File: src/hdl/bzct_pkg.sv
// Package for the BLDC zero-cross commutation tracker.
// Holds result codes, register indexes, reset values and the timing constants.
// No dependencies.
`default_nettype none

package bzct_pkg;

  // Register index and data widths of the configuration channel.
  localparam int unsigned CFG_INDEX_W = 8;
  localparam int unsigned CFG_DATA_W  = 16;

  // Register indexes.
  localparam logic [CFG_INDEX_W-1:0] CFG_STARTUP_CONF   = 8'd0;
  localparam logic [CFG_INDEX_W-1:0] CFG_STARTUP_PERIOD = 8'd1;
  localparam logic [CFG_INDEX_W-1:0] CFG_SLOW_CONF      = 8'd2;
  localparam logic [CFG_INDEX_W-1:0] CFG_REJECT_BLANK   = 8'd3;

  // Register reset values.
  localparam logic [7:0]  RST_STARTUP_CONF   = 8'd2;
  localparam logic [15:0] RST_STARTUP_PERIOD = 16'd20000;
  localparam logic [7:0]  RST_SLOW_CONF      = 8'd20;
  localparam logic [15:0] RST_REJECT_BLANK   = 16'd20000;

  // Interval thresholds in timer ticks.
  localparam logic [31:0] ZC_MIN_TICKS  = 32'd300;
  localparam logic [31:0] FAST_TICKS    = 32'd6000;
  localparam logic [31:0] MEDIUM_TICKS  = 32'd8000;
  localparam logic [31:0] SLOW_TICKS    = 32'd10000;

  // Lower limits of the run confirmation count per speed band.
  localparam logic [7:0] FAST_MIN_CONF   = 8'd6;
  localparam logic [7:0] MEDIUM_MIN_CONF = 8'd8;
  localparam logic [7:0] SLOW_MIN_CONF   = 8'd10;

  // Request kinds.
  localparam logic REQ_SAMPLE  = 1'b0;
  localparam logic REQ_TIMEOUT = 1'b1;

  // Result codes.
  typedef enum logic [1:0] {
    OUT_CONFIRMING = 2'd0,
    OUT_REJECTED   = 2'd1,
    OUT_ACCEPTED   = 2'd2,
    OUT_TIMEOUT    = 2'd3
  } outcome_e;

endpackage

`default_nettype wire

File: src/hdl/bzct_in_if.sv
// Input request channel of the zero-cross tracker: one comparator sample or timeout.
// Depends on nothing.
`default_nettype none

interface bzct_in_if #(
  parameter int unsigned TIMER_BITS = 16
);
  logic                  valid;
  logic                  ready;
  logic                  req_type;
  logic                  comp_level;
  logic [TIMER_BITS-1:0] zc_count;

  modport source (output valid, output req_type, output comp_level, output zc_count,
                  input ready);
  modport sink   (input valid, input req_type, input comp_level, input zc_count,
                  output ready);
endinterface

`default_nettype wire

File: src/hdl/bzct_out_if.sv
// Result channel of the zero-cross tracker.
// Depends on bzct_pkg for the result code type.
`default_nettype none

interface bzct_out_if #(
  parameter int unsigned TIMER_BITS = 16
);
  logic                  valid;
  logic                  ready;
  bzct_pkg::outcome_e    outcome;
  logic [15:0]           blank_ticks;
  logic [TIMER_BITS-1:0] period_out;
  logic                  comm_load_valid;
  logic [TIMER_BITS-2:0] comm_load_value;
  logic [TIMER_BITS-4:0] blank_compare;
  logic                  starting_out;
  logic [7:0]            confirm_needed;

  modport source (output valid, output outcome, output blank_ticks, output period_out,
                  output comm_load_valid, output comm_load_value, output blank_compare,
                  output starting_out, output confirm_needed, input ready);
  modport sink   (input valid, input outcome, input blank_ticks, input period_out,
                  input comm_load_valid, input comm_load_value, input blank_compare,
                  input starting_out, input confirm_needed, output ready);
endinterface

`default_nettype wire

File: src/hdl/bzct_cfg_if.sv
// Configuration write channel of the zero-cross tracker.
// Depends on bzct_pkg for the index and data widths.
`default_nettype none

interface bzct_cfg_if;
  logic                              valid;
  logic                              ready;
  logic [bzct_pkg::CFG_INDEX_W-1:0]  index;
  logic [bzct_pkg::CFG_DATA_W-1:0]   data;

  modport source (output valid, output index, output data, input ready);
  modport sink   (input valid, input index, input data, output ready);
endinterface

`default_nettype wire

File: src/hdl/bldc_zero_cross_commutation_tracker.sv
// BLDC sensorless zero-cross commutation tracker, top level.
// The result of an accepted request is registered in the output register.
// Throughput: one request per cycle; the single output register stalls intake only
// while a result waits and the sink is not ready. Configuration writes are never stalled.
// Reset: asynchronous, active low; registers and tracker state return to their
// defaults and the output register is emptied.
`default_nettype none

module bldc_zero_cross_commutation_tracker #(
  parameter int unsigned TIMER_BITS = 16
) (
  input  wire         clk_i,
  input  wire         rst_ni,
  bzct_cfg_if.sink    cfg_i,
  bzct_in_if.sink     in_i,
  bzct_out_if.source  out_o
);
  import bzct_pkg::*;

  localparam int unsigned TW = TIMER_BITS;

  // Configuration registers.
  logic [7:0]  startup_conf_q;
  logic [15:0] startup_period_q;
  logic [7:0]  slow_conf_q;
  logic [15:0] reject_blank_q;

  // Tracker state.
  logic          start_mode_q, start_mode_d;
  logic [7:0]    remaining_q, remaining_d;
  logic [7:0]    required_q, required_d;
  logic [7:0]    run_conf_q, run_conf_d;
  logic [TW-1:0] period_q, period_d;

  // Output register.
  logic          out_valid_q;
  outcome_e      outcome_q, outcome_d;
  logic [15:0]   blank_q, blank_d;
  logic [TW-1:0] period_out_q;
  logic          load_valid_q, load_valid_d;
  logic [TW-2:0] load_value_q, load_value_d;
  logic [TW-4:0] bcmp_q, bcmp_d;
  logic          starting_q;
  logic [7:0]    confirm_q;

  logic          in_fire;
  logic [TW-1:0] startup_period_t;
  logic [TW-1:0] half_p;
  logic [TW-1:0] quarter_p;
  logic [TW:0]   late_limit;
  logic [TW-1:0] filtered_p;
  logic [31:0]   cnt_w;
  logic          starting_now;
  logic [7:0]    run_next;

  assign cfg_i.ready = 1'b1;
  assign in_i.ready  = !out_valid_q || out_o.ready;
  assign in_fire     = in_i.valid && in_i.ready;

  // Configuration writes; unknown indexes are dropped.
  always_ff @(posedge clk_i or negedge rst_ni) begin
    if (!rst_ni) begin
      startup_conf_q   <= RST_STARTUP_CONF;
      startup_period_q <= RST_STARTUP_PERIOD;
      slow_conf_q      <= RST_SLOW_CONF;
      reject_blank_q   <= RST_REJECT_BLANK;
    end else if (cfg_i.valid) begin
      unique case (cfg_i.index)
        CFG_STARTUP_CONF:   startup_conf_q   <= cfg_i.data[7:0];
        CFG_STARTUP_PERIOD: startup_period_q <= cfg_i.data[15:0];
        CFG_SLOW_CONF:      slow_conf_q      <= cfg_i.data[7:0];
        CFG_REJECT_BLANK:   reject_blank_q   <= cfg_i.data[15:0];
        default: ;
      endcase
    end
  end

  // Period arithmetic on the current state.
  assign startup_period_t = TW'(startup_period_q);
  assign half_p           = period_q >> 1;
  assign quarter_p        = period_q >> 2;
  assign late_limit       = {1'b0, period_q} + {1'b0, half_p} + {1'b0, quarter_p};
  assign filtered_p       = half_p + quarter_p + (in_i.zc_count >> 2);
  assign cnt_w            = 32'(in_i.zc_count);
  assign starting_now     = start_mode_q || (cnt_w < ZC_MIN_TICKS);

  // Run confirmation adaptation by speed band.
  always_comb begin
    run_next = run_conf_q;
    if (cnt_w < FAST_TICKS) begin
      if (run_conf_q > FAST_MIN_CONF) run_next = run_conf_q - 8'd1;
    end else if (cnt_w < MEDIUM_TICKS) begin
      if (run_conf_q > MEDIUM_MIN_CONF) run_next = run_conf_q - 8'd1;
    end else if (cnt_w < SLOW_TICKS) begin
      if (run_conf_q > SLOW_MIN_CONF) run_next = run_conf_q - 8'd1;
    end else begin
      if (run_conf_q < slow_conf_q) run_next = run_conf_q + 8'd1;
    end
  end

  // Request evaluation: next state and result fields.
  always_comb begin
    start_mode_d = start_mode_q;
    remaining_d  = remaining_q;
    required_d   = required_q;
    run_conf_d   = run_conf_q;
    period_d     = period_q;
    outcome_d    = OUT_CONFIRMING;
    blank_d      = '0;
    load_valid_d = 1'b0;
    load_value_d = '0;
    bcmp_d       = '0;
    if (in_i.req_type == REQ_TIMEOUT) begin
      start_mode_d = 1'b1;
      outcome_d    = OUT_TIMEOUT;
    end else if (!in_i.comp_level) begin
      remaining_d = required_q;
      outcome_d   = OUT_REJECTED;
      blank_d     = reject_blank_q;
    end else if (remaining_q > 8'd1) begin
      remaining_d = remaining_q - 8'd1;
    end else begin
      outcome_d    = OUT_ACCEPTED;
      start_mode_d = starting_now;
      if (in_i.zc_count < half_p) begin
        // Too early: restart the period only while starting.
        if (starting_now) begin
          required_d = startup_conf_q;
          period_d   = startup_period_t;
        end
      end else if ({1'b0, in_i.zc_count} > late_limit) begin
        // Missed window: period and required count are kept.
      end else if (starting_now) begin
        start_mode_d = 1'b0;
      end else begin
        run_conf_d   = run_next;
        required_d   = run_next;
        period_d     = filtered_p;
        load_valid_d = 1'b1;
        load_value_d = filtered_p[TW-1:1];
      end
      remaining_d = required_d;
      bcmp_d      = period_d[TW-1:3];
    end
  end

  // Tracker state update on each accepted request.
  always_ff @(posedge clk_i or negedge rst_ni) begin
    if (!rst_ni) begin
      start_mode_q <= 1'b1;
      remaining_q  <= RST_STARTUP_CONF;
      required_q   <= RST_STARTUP_CONF;
      run_conf_q   <= RST_SLOW_CONF;
      period_q     <= TW'(RST_STARTUP_PERIOD);
    end else if (in_fire) begin
      start_mode_q <= start_mode_d;
      remaining_q  <= remaining_d;
      required_q   <= required_d;
      run_conf_q   <= run_conf_d;
      period_q     <= period_d;
    end
  end

  // Output register valid flag.
  always_ff @(posedge clk_i or negedge rst_ni) begin
    if (!rst_ni) begin
      out_valid_q <= 1'b0;
    end else if (in_fire) begin
      out_valid_q <= 1'b1;
    end else if (out_o.ready) begin
      out_valid_q <= 1'b0;
    end
  end

  // Output register payload.
  always_ff @(posedge clk_i) begin
    if (in_fire) begin
      outcome_q    <= outcome_d;
      blank_q      <= blank_d;
      period_out_q <= period_d;
      load_valid_q <= load_valid_d;
      load_value_q <= load_value_d;
      bcmp_q       <= bcmp_d;
      starting_q   <= start_mode_d;
      confirm_q    <= required_d;
    end
  end

  assign out_o.valid           = out_valid_q;
  assign out_o.outcome         = outcome_q;
  assign out_o.blank_ticks     = blank_q;
  assign out_o.period_out      = period_out_q;
  assign out_o.comm_load_valid = load_valid_q;
  assign out_o.comm_load_value = load_value_q;
  assign out_o.blank_compare   = bcmp_q;
  assign out_o.starting_out    = starting_q;
  assign out_o.confirm_needed  = confirm_q;

`ifndef SYNTH
  // A timeout request always reports start-up mode in its result.
  a_timeout_starts: assert property (@(posedge clk_i) disable iff (!rst_ni)
    (in_fire && in_i.req_type == REQ_TIMEOUT) |=>
      (out_o.valid && out_o.outcome == OUT_TIMEOUT && out_o.starting_out))
    else $error("timeout request did not report start-up mode");

  // A commutation load only comes from closed-loop operation on an accepted crossing.
  a_load_closed_loop: assert property (@(posedge clk_i) disable iff (!rst_ni)
    (out_o.valid && out_o.comm_load_valid) |->
      (!out_o.starting_out && out_o.outcome == OUT_ACCEPTED))
    else $error("commutation load outside closed-loop acceptance");

  // Blanking is only requested by a rejected sample.
  a_blank_on_reject: assert property (@(posedge clk_i) disable iff (!rst_ni)
    (out_o.valid && out_o.outcome != OUT_REJECTED) |-> (out_o.blank_ticks == '0))
    else $error("blanking requested without a rejected sample");

  // After an accepted crossing the run count is reloaded from the required count.
  a_reload_after_accept: assert property (@(posedge clk_i) disable iff (!rst_ni)
    (in_fire && outcome_d == OUT_ACCEPTED) |=> (remaining_q == required_q))
    else $error("run count not reloaded after an accepted crossing");
`endif

endmodule

`default_nettype wire

File: src/flat_wrapper.sv
// flat-port wrapper written by rule: the top's interface ports become plain ports
module bldc_zero_cross_commutation_tracker_flat import bzct_pkg::*;
#(
  parameter int unsigned TIMER_BITS = 16
)
  (clk_i, rst_ni, cfg_i_valid, cfg_i_index, cfg_i_data, cfg_i_ready, in_i_valid, in_i_req_type, in_i_comp_level, in_i_zc_count, in_i_ready, out_o_valid, out_o_outcome, out_o_blank_ticks, out_o_period_out, out_o_comm_load_valid, out_o_comm_load_value, out_o_blank_compare, out_o_starting_out, out_o_confirm_needed, out_o_ready);
  bzct_cfg_if cfg_i_i ();
  bzct_in_if #(.TIMER_BITS(TIMER_BITS)) in_i_i ();
  bzct_out_if #(.TIMER_BITS(TIMER_BITS)) out_o_i ();
  input  wire clk_i;
  input  wire rst_ni;
  input wire logic [$bits(cfg_i_i.valid)-1:0] cfg_i_valid;
  input wire logic [$bits(cfg_i_i.index)-1:0] cfg_i_index;
  input wire logic [$bits(cfg_i_i.data)-1:0] cfg_i_data;
  output wire logic [$bits(cfg_i_i.ready)-1:0] cfg_i_ready;
  input wire logic [$bits(in_i_i.valid)-1:0] in_i_valid;
  input wire logic [$bits(in_i_i.req_type)-1:0] in_i_req_type;
  input wire logic [$bits(in_i_i.comp_level)-1:0] in_i_comp_level;
  input wire logic [$bits(in_i_i.zc_count)-1:0] in_i_zc_count;
  output wire logic [$bits(in_i_i.ready)-1:0] in_i_ready;
  output wire logic [$bits(out_o_i.valid)-1:0] out_o_valid;
  output wire logic [$bits(out_o_i.outcome)-1:0] out_o_outcome;
  output wire logic [$bits(out_o_i.blank_ticks)-1:0] out_o_blank_ticks;
  output wire logic [$bits(out_o_i.period_out)-1:0] out_o_period_out;
  output wire logic [$bits(out_o_i.comm_load_valid)-1:0] out_o_comm_load_valid;
  output wire logic [$bits(out_o_i.comm_load_value)-1:0] out_o_comm_load_value;
  output wire logic [$bits(out_o_i.blank_compare)-1:0] out_o_blank_compare;
  output wire logic [$bits(out_o_i.starting_out)-1:0] out_o_starting_out;
  output wire logic [$bits(out_o_i.confirm_needed)-1:0] out_o_confirm_needed;
  input wire logic [$bits(out_o_i.ready)-1:0] out_o_ready;
  assign cfg_i_i.valid = cfg_i_valid;
  assign cfg_i_i.index = cfg_i_index;
  assign cfg_i_i.data = cfg_i_data;
  assign cfg_i_ready = cfg_i_i.ready;
  assign in_i_i.valid = in_i_valid;
  assign in_i_i.req_type = in_i_req_type;
  assign in_i_i.comp_level = in_i_comp_level;
  assign in_i_i.zc_count = in_i_zc_count;
  assign in_i_ready = in_i_i.ready;
  assign out_o_valid = out_o_i.valid;
  assign out_o_outcome = out_o_i.outcome;
  assign out_o_blank_ticks = out_o_i.blank_ticks;
  assign out_o_period_out = out_o_i.period_out;
  assign out_o_comm_load_valid = out_o_i.comm_load_valid;
  assign out_o_comm_load_value = out_o_i.comm_load_value;
  assign out_o_blank_compare = out_o_i.blank_compare;
  assign out_o_starting_out = out_o_i.starting_out;
  assign out_o_confirm_needed = out_o_i.confirm_needed;
  assign out_o_i.ready = out_o_ready;
  bldc_zero_cross_commutation_tracker #(.TIMER_BITS(TIMER_BITS)) u_core (.clk_i(clk_i), .rst_ni(rst_ni), .cfg_i(cfg_i_i), .in_i(in_i_i), .out_o(out_o_i));
endmodule
File: config.mk
export PLATFORM = sky130hd
export DESIGN_NAME = bldc_zero_cross_commutation_tracker_flat
export DESIGN_NICKNAME = d
export VERILOG_FILES = /design/src/hdl/bzct_pkg.sv /design/src/hdl/bzct_in_if.sv /design/src/hdl/bzct_out_if.sv /design/src/hdl/bzct_cfg_if.sv /design/src/hdl/bldc_zero_cross_commutation_tracker.sv /design/src/flat_wrapper.sv
export SDC_FILE = /design/constraint.sdc
export NUM_CORES = 1
export LEC_CHECK = 0
export BUFFER_PORTS_ARGS = -buffer_cell sky130_fd_sc_hd__buf_2
export CORE_AREA = 2 2 137 165
export DETAILED_ROUTE_END_ITERATION = 10
export DIE_AREA = 0 0 139 167
export GPL_TIMING_DRIVEN = 1
export PLACE_DENSITY = 0.72
export SKIP_CTS_REPAIR_TIMING = 1
export SLEW_MARGIN = 15
export SYNTH_ARGS = -nofsm -noshare
export SYNTH_HDL_FRONTEND = slang
export SYNTH_SLANG_ARGS = --single-unit
File: constraint.sdc
create_clock -name clk_i -period 5.98 [get_ports clk_i]
set_input_delay 1.196 -clock clk_i [delete_from_list [all_inputs] [get_ports clk_i]]
set_output_delay 1.196 -clock clk_i [all_outputs]
set_load 0.1 [all_outputs]
==> out/qor.tcl, run 1 <==
set qor(power.internal_mw) 2.44
set qor(seq_area_um2) 4440
set qor(die_area_um2) 23200
set qor(htree_levels) 4
set qor(place_inst) 1349
set qor(postSynth.topFlopCell) {sky130_fd_sc_hd__edfxtp_1}
set qor(clock_latency_ns) 0.44
set qor(cpMaxStageDelayCell) {sky130_fd_sc_hd__dfrtp_1}
set qor(multiInputGateArea_um2) 5790
set qor(post_synthesis_sequential_area_ratio_pct) 41.7
set qor(final_layout_size_suffix_gt1_share_pct) 27.7
set qor(cts_made_buffers) 17
set qor(number_of_nets_with_antenna_violations_after_detailed_routing) 0
set qor(p_comb_share_pct) 39.4
set qor(outcome) {finished clean}
set qor(max-cap-violations) 0
set qor(timing.setup.tns_ns) 0
set qor(n_antenna_cell) 0
set qor(global_route.overflow_total) 0
set qor(grt_pass1_wl_mm) 45.7
set qor(critPathMaxStageDelay_ns) 0.57
set qor(path_class) {reg2reg}
set qor(syn_avg_cell_area_um2) 11.0
set qor(hold_slack_ns) 0.499
set qor(rows) 59
set qor(route.detailed.drc) 0
set qor(tritoncts_num_sinks) 162
set qor(count_of_final_setup_violators) 0
set qor(first_global_vias) 8258
set qor(synth-async-reset-ratio_pct) 55.6
set qor(p_total_mw) 4.07
set qor(num-fill-cells) 1885
set qor(starting_density_pct) 49.4
set qor(crit_chain) {fa_1, ha_1, fa_1, a21o_1, a21oi_1, o21bai_1, a31oi_1, o211ai_1, a21oi_1, o21bai_1, xnor2_1, ha_1, nand4_1, nor4_1, nor3_1, o211ai_1, o31a_1, a21oi_4, nor2_1, o22a_1}
set qor(hold_path_class) {reg2reg}
set qor(dieWidth_um) 139
set qor(postSynthCellCount) 973
set qor(timing.max_slew.rel_slack_pct) 29.4
set qor(hpwlAfterDp_mm) 21.5
set qor(tritoncts) {done}
set qor(finalHoldViolCount) 0
set qor(layout_common_cells) {119 x sky130_fd_sc_hd__buf_2, 72 x sky130_fd_sc_hd__ha_1, 72 x sky130_fd_sc_hd__edfxtp_1}
set qor(detail_route.first_pass.iterations) 5
set qor(endpoint_kind) {flop}
set qor(route.detailed.wl_per_inst_um) 20.9
set qor(finalWeightedCongestion) 0.996
set qor(postSynthRegisterBits) 162
set qor(min_period_over_period_pct) 93.2
set qor(power.share.switching_pct) 40.2
set qor(boundaryPins) 122
set qor(rsz0062_at_grt) {no}
set qor(final_cells) 1384
set qor(power.clock.fraction_pct) 26.8
set qor(post_dp_cell_area_um2) 11500
set qor(critical_path.startpoint_type) {flop}
set qor(drv_slew) 0
set qor(core_region_area_um2) 21600
set qor(yosys.cell_types.count) 90
set qor(cp_max_fo) 9
set qor(layout.cells.most_common) {sky130_fd_sc_hd__buf_2}
set qor(maximum_clock_path_buffer_count) 2
set qor(r2r_slack_ns) 0.40
set qor(share_seq_of_total_power_pct) 33.8
set qor(max-vdd-ir-drop_mv) 0.285
set qor(total_net_switching_power_mw) 1.64
set qor(gr-usage-all-layers_pct) 25.2
set qor(antenna_found_initial) 0
set qor(viasPerCell) 6.06
set qor(largest_net_degree_at_the_start_of_global_routing) 77
set qor(tightestPinTransition_ns) 1.06
set qor(dr_total_vias) 8384
set qor(upper_clock_frequency_limit_ghz) 0.179
set qor(dieHeight_um) 167
set qor(power.leakage_nw) 5.27
set qor(final_design_area_no_fill_um2) 12100
set qor(totalWireLength_mm) 28.9
set qor(dr.first_iter.drc_count) 795
set qor(finish.net_count) 1247
set qor(port_buffers) 120
set qor(syn2layout_area_growth_pct) 13.5
set qor(synth_enable_flop_cells) 72
set qor(critical_path_required_ns) 6.16
set qor(synth_fp_nets) 1123
set qor(yosys_warnings) 0
set qor(path_clk_slew_ns) 0.08
set qor(netlist_area_um2) 10700
set qor(finalCriticalPeriod_ns) 5.58
set qor(power_per_cell_area_nw_per_um2) 337
set qor(worstPathArrival_ns) 5.75
set qor(fin_skew_ns) 0.0130
set qor(cts-root-buf) {sky130_fd_sc_hd__clkbuf_16}
-- power by group through the flow --
| stage | combinational, mW | sequential [mW] | clock (mW) |
|---|---|---|---|
| after CTS | 1.58 | 1.38 | 1.10 |
| after global routing | 1.76 | 1.39 | 1.15 |
| after detailed placement | 1.57 | 1.40 | 0 |
| after global placement | 1.55 | 1.39 | 0 |
| final | 1.61 | 1.38 | 1.09 |
| after floorplan | 0.988 | 1.59 | 0 |
-- cell type report --
| type | instances | share of cell area [%] |
|---|---|---|
| Tap cell | 274 | 2.83 |
| Sequential cell | 162 | 36.7 |
| Multi-Input combinational cell | 725 | 47.9 |
| Clock inverter | 14 | 1.23 |
| Inverter | 52 | 1.62 |
| Clock buffer | 18 | 3.55 |
| Timing Repair Buffer | 139 | 6.17 |
-- metal layers --
layer / share of wire, % / wire (µm) / GRT usage [%] / vias to the layer above
li1: - / - / - / 3840
met1: 42 / 12300 / 33.6 / 4064
met2: 47 / 13500 / 41.3 / 411
met3: 7.8 / 2250 / 5.15 / 69
met4: 3.1 / 911 / 8.17 / 0
met5: 0 / 0 / 0 / -
-- per-stage QoR --
step / utilization (%) / setup WS, ns
2_1_floorplan: - / 1.03
3_3_place_gp: 53.3 / 0.438
3_5_place_dp: 53.3 / 0.300
4_1_cts: 55.9 / 0.259
5_1_grt: 56.1 / 0.0360
6_report: 56.1 / 0.404
-- final timing paths --
path                       depth (start not counted)                   from                     endpoint
min in group asynchronous                          1                 rst_ni     u_core.reject_blank_q[4]
setup reg to reg                                  20     u_core.period_q[3]  u_core.out_o.period_out[15]
hold / removal                                     1  u_core.slow_conf_q[0]        u_core.slow_conf_q[0]
setup / recovery                                  20     u_core.period_q[3]  u_core.out_o.period_out[15]
hold reg to reg                                    1  u_core.slow_conf_q[0]        u_core.slow_conf_q[0]
max in group asynchronous                          2                 rst_ni           u_core.period_q[1]
-- state kept, by name (all words and copies together) (netlist names) --
name and flops:
u_core.start_mode_q 1, u_core.startup_conf_q 8, u_core.remaining_q 8, u_core.out_o.blank_ticks 16, u_core.out_o.starting_out 1, u_core.out_o.comm_load_value 15, u_core.out_o.period_out 16, u_core.out_o.valid 1
u_core.slow_conf_q 8, u_core.run_conf_q 8, u_core.out_o.blank_compare 13, u_core.startup_period_q 16, u_core.required_q 8, u_core.out_o.outcome 2, u_core.out_o.confirm_needed 8, u_core.reject_blank_q 16
u_core.period_q 16, u_core.out_o.comm_load_valid 1
-- synthesized netlist by cell type, types with 5 or more instances --
cell | instances | area share, %
sky130_fd_sc_hd__o211ai_1 | 7 | 0.49
sky130_fd_sc_hd__clkbuf_1 | 13 | 0.46
sky130_fd_sc_hd__clkbuf_8 | 6 | 0.77
sky130_fd_sc_hd__o22ai_1 | 7 | 0.41
sky130_fd_sc_hd__nand3_1 | 10 | 0.47
sky130_fd_sc_hd__o21a_1 | 13 | 0.92
sky130_fd_sc_hd__o22a_1 | 9 | 0.74
sky130_fd_sc_hd__a21o_1 | 10 | 0.70
sky130_fd_sc_hd__nor4_1 | 7 | 0.41
sky130_fd_sc_hd__and3_1 | 15 | 0.88
sky130_fd_sc_hd__dfrtp_1 | 67 | 16
sky130_fd_sc_hd__o21ai_0 | 57 | 2.7
sky130_fd_sc_hd__nor2_1 | 70 | 2.5
sky130_fd_sc_hd__mux2_2 | 66 | 7.0
sky130_fd_sc_hd__edfxtp_1 | 72 | 20
sky130_fd_sc_hd__a211oi_1 | 20 | 1.4
sky130_fd_sc_hd__dfstp_2 | 23 | 5.7
sky130_fd_sc_hd__nor3_1 | 18 | 0.85
sky130_fd_sc_hd__xnor2_1 | 19 | 1.6
sky130_fd_sc_hd__o31ai_1 | 5 | 0.35
sky130_fd_sc_hd__a21oi_1 | 55 | 2.6
sky130_fd_sc_hd__and2_1 | 19 | 1.1
sky130_fd_sc_hd__a22oi_1 | 5 | 0.35
sky130_fd_sc_hd__ha_1 | 72 | 8.5
sky130_fd_sc_hd__xor2_1 | 13 | 1.1
sky130_fd_sc_hd__fa_1 | 31 | 5.8
sky130_fd_sc_hd__inv_1 | 52 | 1.8
sky130_fd_sc_hd__buf_2 | 7 | 0.33
sky130_fd_sc_hd__nor2b_1 | 10 | 0.59
sky130_fd_sc_hd__nand2b_1 | 7 | 0.41
sky130_fd_sc_hd__o211a_1 | 6 | 0.56
sky130_fd_sc_hd__a31oi_1 | 10 | 0.59
sky130_fd_sc_hd__a22o_1 | 7 | 0.58
sky130_fd_sc_hd__nand2_1 | 61 | 2.1
sky130_fd_sc_hd__buf_6 | 6 | 0.63
sky130_fd_sc_hd__o21bai_1 | 5 | 0.35
sky130_fd_sc_hd__nand4_1 | 7 | 0.41
-- worst max-delay path: cells and delay by family (launching register included) --
| kind | cells | cell delay, ns |
|---|---|---|
| adder cells (fa/ha/maj) | 4 | 1.46 |
| flip-flops | 1 | 0.57 |
| AND/OR/NAND/NOR | 4 | 0.56 |
| XOR/XNOR | 1 | 0.13 |
| AO/OA/AOI/OAI | 11 | 2.58 |
-- cells by family after synthesis --
kind of cell | Yosys count | synth area share (%)
compound gates | 260 | 17.1
xor+xnor | 32 | 2.63
fa+ha+maj | 103 | 14.3
buf+inv | 87 | 4.21
flops | 162 | 41.7
mux | 70 | 7.35
other cells | 1 | 0.0352
simple gates | 258 | 12.7
Power figures use the tool's default switching activity.
==> inputs of run 2 (changes only) <==
--- a/config.mk
+++ b/config.mk
@@ -6,11 +6,13 @@
 export NUM_CORES = 1
 export LEC_CHECK = 0
 export BUFFER_PORTS_ARGS = -buffer_cell sky130_fd_sc_hd__buf_2
-export CORE_AREA = 2 2 137 165
+export CELL_PAD_IN_SITES_DETAIL_PLACEMENT = 0
+export CELL_PAD_IN_SITES_GLOBAL_PLACEMENT = 1
+export CORE_AREA = 2 2 141 170
 export DETAILED_ROUTE_END_ITERATION = 10
-export DIE_AREA = 0 0 139 167
+export DIE_AREA = 0 0 143 172
 export GPL_TIMING_DRIVEN = 1
-export PLACE_DENSITY = 0.72
+export PLACE_DENSITY = 0.83
 export SKIP_CTS_REPAIR_TIMING = 1
 export SLEW_MARGIN = 15
 export SYNTH_ARGS = -nofsm -noshare
==> out/qor.tcl, run 2 (synthesis gave the netlist of run 1 again) <==
set qor(power_per_cell_area_nw_per_um2) 332 ;# -1.5%
set qor(largest_net_degree_at_the_start_of_global_routing) 57 ;# -26%
set qor(post_dp_cell_area_um2) 11600 ;# +1.1%
set qor(power.share.switching_pct) 39.9 ;# -0.34 points
set qor(power.internal_mw) 2.43 ;# -0.37%
set qor(upper_clock_frequency_limit_ghz) 0.178 ;# -0.59%
set qor(clock_latency_ns) 0.43 ;# about the same
set qor(outcome) {finished clean}
set qor(p_total_mw) 4.04 ;# -0.93%
set qor(layout.core_utilization_pct) 52.9 ;# -3.2 points
set qor(rows) 61 ;# +3.4%
set qor(fin_skew_ns) 0.00768 ;# -0.00531 ns
set qor(cpMaxStageDelayCell) {sky130_fd_sc_hd__a21oi_1}
set qor(layout_common_cells) {119 x sky130_fd_sc_hd__buf_2, 72 x sky130_fd_sc_hd__ha_1, 72 x sky130_fd_sc_hd__edfxtp_1}
set qor(count_of_final_setup_violators) 0 ;# unchanged
set qor(worstPathArrival_ns) 5.74 ;# about the same
set qor(dr_total_vias) 8332 ;# -0.62%
set qor(cp_max_fo) 11 ;# +2
set qor(hold_slack_ns) 0.498 ;# -0.000221 ns
set qor(totalWireLength_mm) 29.4 ;# +1.7%
set qor(port_buffers) 120 ;# unchanged
set qor(finalHoldViolCount) 0 ;# unchanged
set qor(tightestPinTransition_ns) 1.15 ;# +0.0893 ns
set qor(drv_slew) 0 ;# unchanged
set qor(viasPerCell) 5.82 ;# -4.0%
set qor(critPathMaxStageDelay_ns) 0.96 ;# +0.39 ns
set qor(critical_path_buf_inv_count) 0 ;# unchanged
set qor(max-vdd-ir-drop_mv) 0.221 ;# -22%
set qor(gr-usage-all-layers_pct) 24.8 ;# -0.41 points
set qor(layout.cells.most_common) {sky130_fd_sc_hd__buf_2}
set qor(die_area_um2) 24600 ;# +6.0%
set qor(n_antenna_cell) 0 ;# unchanged
set qor(timing.max_slew.rel_slack_pct) 23.4 ;# -6.0 points
set qor(critical_path.startpoint_type) {flop}
set qor(endpoint_kind) {flop}
set qor(final_design_area_no_fill_um2) 12200 ;# +0.56%
set qor(final_layout_size_suffix_gt1_share_pct) 27.8 ;# +0.095 points
set qor(dieHeight_um) 172 ;# +3.0%
set qor(grt_pass1_wl_mm) 45.9 ;# +0.47%
set qor(dr.first_iter.drc_count) 769 ;# -3.3%
set qor(path_clk_slew_ns) 0.06 ;# -0.02 ns
set qor(tritoncts_num_sinks) 162 ;# unchanged
set qor(power.leakage_nw) 5.31 ;# +0.74%
set qor(p_comb_share_pct) 40.7 ;# +1.3 points
set qor(detail_route.first_pass.iterations) 5 ;# unchanged
set qor(rsz0062_at_grt) {no}
set qor(syn2layout_area_growth_pct) 14.1
set qor(boundaryPins) 122 ;# unchanged
set qor(finalCriticalPeriod_ns) 5.61 ;# +0.0329 ns
set qor(timing.setup.tns_ns) 0 ;# unchanged
set qor(dieWidth_um) 143 ;# +2.9%
set qor(global_route.overflow_total) 0 ;# unchanged
set qor(path_class) {reg2reg}
set qor(critical_path_required_ns) 6.12 ;# -0.04 ns
set qor(finalWeightedCongestion) 0.922 ;# -7.4%
set qor(number_of_nets_with_antenna_violations_after_detailed_routing) 0 ;# unchanged
set qor(cts-root-buf) {sky130_fd_sc_hd__clkbuf_16}
set qor(route.detailed.wl_per_inst_um) 20.5 ;# -1.7%
set qor(finish.net_count) 1254 ;# +0.56%
set qor(min_period_over_period_pct) 93.8 ;# +0.55 points
set qor(first_global_vias) 8208 ;# -0.61%
set qor(power.clock.fraction_pct) 25.4 ;# -1.4 points
set qor(starting_density_pct) 46.4 ;# -3.1 points
set qor(core_region_area_um2) 23000 ;# +6.6%
set qor(critPathTopFamily) {compound AO/OA/AOI/OAI gates}
set qor(share_seq_of_total_power_pct) 33.8 ;# about the same
set qor(htree_levels) 4 ;# unchanged
set qor(hpwlAfterDp_mm) 22.7 ;# +5.6%
set qor(tritoncts) {done}
set qor(route.detailed.drc) 0 ;# unchanged
set qor(antenna_found_initial) 0 ;# unchanged
set qor(crit_chain) {fa_1, ha_1, fa_1, a21o_1, a21oi_1, o21bai_1, a31oi_1, o21ai_0, o21ai_0, a22o_1, ha_1, o21a_1, o21a_1, o211ai_1, o31ai_4, a21oi_1, o22ai_1}
set qor(cts_made_buffers) 17 ;# unchanged
set qor(hold_path_class) {reg2reg}
set qor(maximum_clock_path_buffer_count) 2 ;# unchanged
set qor(max-cap-violations) 0 ;# unchanged
set qor(total_net_switching_power_mw) 1.61 ;# -1.8%
## run 2: metrics by stage
step                worst slack (ns)  std cells
floorplan                       1.03        973
global placement               0.322       1400
detailed placement             0.277       1400
CTS                            0.220       1432
global route                  0.0505       1432
finish                         0.371       1432
## run 2: routing by layer
layer	wire length [µm]	track usage [%]	vias up	part of all wire [%]
met2	14700	42.9	321	50
met4	1270	11.1	0	4.3
li1	-	-	3863	-
met3	1570	3.07	60	5.3
met5	0	0	-	0
met1	11900	31.0	4088	40
## run 2: layout make-up
class	count	area (µm²)
Inverter	52	196
Timing Repair Buffer	147	806
Tap cell	315	394
Sequential cell	162	4440
Fill cell	2053	10800
Clock inverter	10	72.6
Clock buffer	22	475
Multi-Input combinational cell	724	5770
## run 2: path summary, 6_finish.rpt
kind / startpoint / endpoint / slack, ns / cells after the start
hold reg to reg: u_core.reject_blank_q[1] / u_core.reject_blank_q[1] / 0.50 / 1
setup reg to reg: u_core.period_q[1] / u_core.out_o.period_out[1] / 0.37 / 17
min in group asynchronous: rst_ni / u_core.reject_blank_q[6] / 0.78 / 1
hold / removal: u_core.reject_blank_q[1] / u_core.reject_blank_q[1] / 0.50 / 1
setup / recovery: u_core.period_q[1] / u_core.out_o.period_out[1] / 0.37 / 17
max in group asynchronous: rst_ni / u_core.period_q[3] / 4.09 / 2
## run 2: power groups by stage
stage | Combinational [mW] | Clock (mW) | Sequential, mW
after global routing | 1.81 | 1.08 | 1.38
after CTS | 1.63 | 1.04 | 1.36
after detailed placement | 1.62 | 0 | 1.39
after global placement | 1.61 | 0 | 1.38
after floorplan | 0.988 | 0 | 1.59
final | 1.64 | 1.03 | 1.37
==> inputs of run 3 (changes only) <==
--- a/config.mk
+++ b/config.mk
@@ -14,7 +14,7 @@
 export GPL_TIMING_DRIVEN = 1
 export PLACE_DENSITY = 0.83
 export SKIP_CTS_REPAIR_TIMING = 1
-export SLEW_MARGIN = 15
+export SLEW_MARGIN = 20
 export SYNTH_ARGS = -nofsm -noshare
 export SYNTH_HDL_FRONTEND = slang
 export SYNTH_SLANG_ARGS = --single-unit
==> constraint.sdc (replaced) <==
create_clock -name clk_i -period 5.98 [get_ports clk_i]
set_input_delay 0.299 -clock clk_i [delete_from_list [all_inputs] [get_ports clk_i]]
set_output_delay 0.299 -clock clk_i [all_outputs]
set_load 0.1 [all_outputs]
==> out/qor.tcl, run 3 (synthesis gave the netlist of run 1 again) <==
set qor(outcome) {finished clean}
set qor(worstPathArrival_ns) 5.84 ;# +0.10 ns
set qor(share_seq_of_total_power_pct) 33.7 ;# about the same
set qor(boundaryPins) 122 ;# unchanged
set qor(dieHeight_um) 172 ;# unchanged
set qor(die_area_um2) 24600 ;# unchanged
set qor(endpoint_kind) {flop}
set qor(p_total_mw) 4.06 ;# +0.56%
set qor(drv_slew) 0 ;# unchanged
set qor(core_region_area_um2) 23000 ;# unchanged
set qor(n_antenna_cell) 0 ;# unchanged
set qor(cts_made_buffers) 17 ;# unchanged
set qor(crit_chain) {fa_1, ha_1, fa_1, a21o_1, a21oi_1, o21bai_1, a31oi_1, o21ai_0, o21ai_0, a22o_1, ha_1, o21a_1, o21a_1, o211ai_1, o31ai_4, buf_4, nor2_4, a221oi_2, mux2_2}
set qor(worst_hold_path_depth) 2 ;# +1
set qor(layout.cells.most_common) {sky130_fd_sc_hd__buf_2}
set qor(port_buffers) 120 ;# unchanged
set qor(antenna_found_initial) 0 ;# unchanged
set qor(number_of_nets_with_antenna_violations_after_detailed_routing) 0 ;# unchanged
set qor(hpwlAfterDp_mm) 22.4 ;# -1.5%
set qor(critical_path_buf_inv_count) 1 ;# +1
set qor(upper_clock_frequency_limit_ghz) 0.177 ;# -0.99%
set qor(top_usage_layer) {met2}
set qor(path_class) {reg2reg}
set qor(worstSetupPathDepth) 19 ;# +2
set qor(detail_route.first_pass.iterations) 5 ;# unchanged
set qor(layout_common_cells) {119 x sky130_fd_sc_hd__buf_2, 72 x sky130_fd_sc_hd__ha_1, 72 x sky130_fd_sc_hd__edfxtp_1}
set qor(tritoncts_num_sinks) 162 ;# unchanged
set qor(route.detailed.wl_per_inst_um) 20.3 ;# -0.98%
set qor(global_route.overflow_total) 0 ;# unchanged
set qor(reg2reg_to) {u_core.out_o.confirm_needed[0]}
set qor(fin_skew_ns) 0.00942 ;# +0.00174 ns
set qor(total_net_switching_power_mw) 1.61 ;# about the same
set qor(min_period_over_period_pct) 94.7 ;# +0.93 points
set qor(finalWeightedCongestion) 0.913 ;# -1.0%
set qor(largest_net_degree_at_the_start_of_global_routing) 77 ;# +35%
set qor(first_global_vias) 8308 ;# +1.2%
set qor(power.leakage_nw) 5.32 ;# +0.26%
set qor(cp_max_fo) 24 ;# +13
set qor(use_met3_pct) 3.93 ;# +0.86 points
set qor(num-fill-cells) 2082 ;# +1.4%
set qor(tightestPinTransition_ns) 1.11 ;# -0.0337 ns
set qor(dr_total_vias) 8287 ;# -0.54%
set qor(use_met2_pct) 42.0 ;# -0.87 points
set qor(viasPerCell) 5.79 ;# -0.54%
set qor(critPathTopFamily) {compound AO/OA/AOI/OAI gates}
set qor(finish.net_count) 1254 ;# unchanged
set qor(r2r_slack_ns) 0.32 ;# -0.06 ns
set qor(finalHoldViolCount) 0 ;# unchanged
set qor(critPathMaxStageDelay_ns) 0.51 ;# -0.45 ns
set qor(worst-r2r-cell-count) 19 ;# +2
set qor(critical_path_required_ns) 6.16 ;# +0.04 ns
set qor(gr-usage-all-layers_pct) 24.6 ;# -0.15 points
set qor(timing.max_slew.rel_slack_pct) 25.7 ;# +2.2 points
set qor(power.share.switching_pct) 39.6 ;# -0.21 points
set qor(max-cap-violations) 0 ;# unchanged
set qor(tritoncts) {done}
set qor(starting_density_pct) 46.4 ;# unchanged
set qor(path_clk_slew_ns) 0.07 ;# about the same
set qor(timing.hold.worst_endpoint) {u_core.out_o.valid}
set qor(maximum_clock_path_buffer_count) 2 ;# unchanged
set qor(route.detailed.drc) 0 ;# unchanged
set qor(clock_latency_ns) 0.43 ;# about the same
set qor(critical_path.startpoint_type) {flop}
set qor(rsz0062_at_grt) {no}
set qor(grt.met1_usage_pct) 30.4 ;# -0.66 points
set qor(seq_area_um2) 4440 ;# unchanged
set qor(final_layout_size_suffix_gt1_share_pct) 27.9 ;# +0.090 points
set qor(power_per_cell_area_nw_per_um2) 333 ;# +0.35%
set qor(multiInputGateArea_um2) 5770 ;# unchanged
set qor(htree_levels) 4 ;# unchanged
set qor(dieWidth_um) 143 ;# unchanged
set qor(dr.first_iter.drc_count) 594 ;# -23%
set qor(rr_startpoint) {u_core.period_q[1]}
set qor(rows) 61 ;# unchanged
set qor(power.clock.fraction_pct) 25.9 ;# +0.5 points
set qor(totalWireLength_mm) 29.1 ;# -0.98%
set qor(power.internal_mw) 2.45 ;# +0.90%
set qor(finalCriticalPeriod_ns) 5.66 ;# +0.0559 ns
set qor(p_comb_share_pct) 40.4 ;# -0.3 points
set qor(place_inst) 1399 ;# -0.071%
set qor(grt_pass1_wl_mm) 45.7 ;# -0.59%
set qor(min-delay-start) {in_i_valid}
set qor(timing.setup.tns_ns) 0 ;# unchanged
set qor(cts-root-buf) {sky130_fd_sc_hd__clkbuf_16}
set qor(hold_path_class) {in2reg}
set qor(syn2layout_area_growth_pct) 14.3
set qor(count_of_final_setup_violators) 0 ;# unchanged
set qor(cpMaxStageDelayCell) {sky130_fd_sc_hd__fa_1}
set qor(final_cells) 1432 ;# unchanged
set qor(max-vdd-ir-drop_mv) 0.222 ;# about the same
-- run 3: power groups by stage --
| stage | logic [mW] | clock network [mW] | registers (mW) |
|---|---|---|---|
| after floorplan | 0.988 | 0 | 1.59 |
| after global placement | 1.61 | 0 | 1.38 |
| after detailed placement | 1.62 | 0 | 1.39 |
| after CTS | 1.63 | 1.07 | 1.37 |
| after global routing | 1.80 | 1.11 | 1.38 |
| final | 1.64 | 1.05 | 1.37 |
-- run 3: metal layers --
| layer | part of all wire (%) | wire length, µm | vias up |
|---|---|---|---|
| li1 | - | - | 3852 |
| met1 | 41 | 11900 | 4045 |
| met2 | 49 | 14300 | 307 |
| met3 | 5.1 | 1490 | 83 |
| met4 | 4.8 | 1400 | 0 |
| met5 | 0 | 0 | - |
-- run 3: stage by stage --
stage / util [%] / hold slack [ns] / area (µm²) / setup WS, ns
6_report: 53.0 / 0.0710 / 12200 / 0.315
5_1_grt: 53.0 / 0.0682 / 12200 / 0.00564
4_1_cts: 52.9 / -0.286 / 12200 / 0.210
3_5_place_dp: 50.5 / 0.180 / 11600 / 0.225
3_3_place_gp: 50.5 / 0.180 / 11600 / 0.358
2_1_floorplan: - / 0.00341 / 10700 / 1.06
-- run 3: final cells by class --
type                            instances  share of cell area (%)
Sequential cell                       162                    36.5
Inverter                               52                    1.61
Clock buffer                           19                    3.63
Timing Repair Buffer                  147                    6.66
Clock inverter                         13                    1.02
Tap cell                              315                    3.23
Multi-Input combinational cell        724                    47.4
-- run 3: worst max path at each step --
stage               slack, ns                              to                from
floorplan                1.06  u_core.out_o.confirm_needed[5]  u_core.period_q[3]
global placement         0.36            u_core.run_conf_q[7]  u_core.period_q[1]
detailed placement       0.22            u_core.run_conf_q[6]  u_core.period_q[1]
CTS                      0.21            u_core.run_conf_q[6]  u_core.period_q[1]
global route            0.006  u_core.out_o.confirm_needed[0]  u_core.period_q[1]
finish                   0.32  u_core.out_o.confirm_needed[0]  u_core.period_q[1]
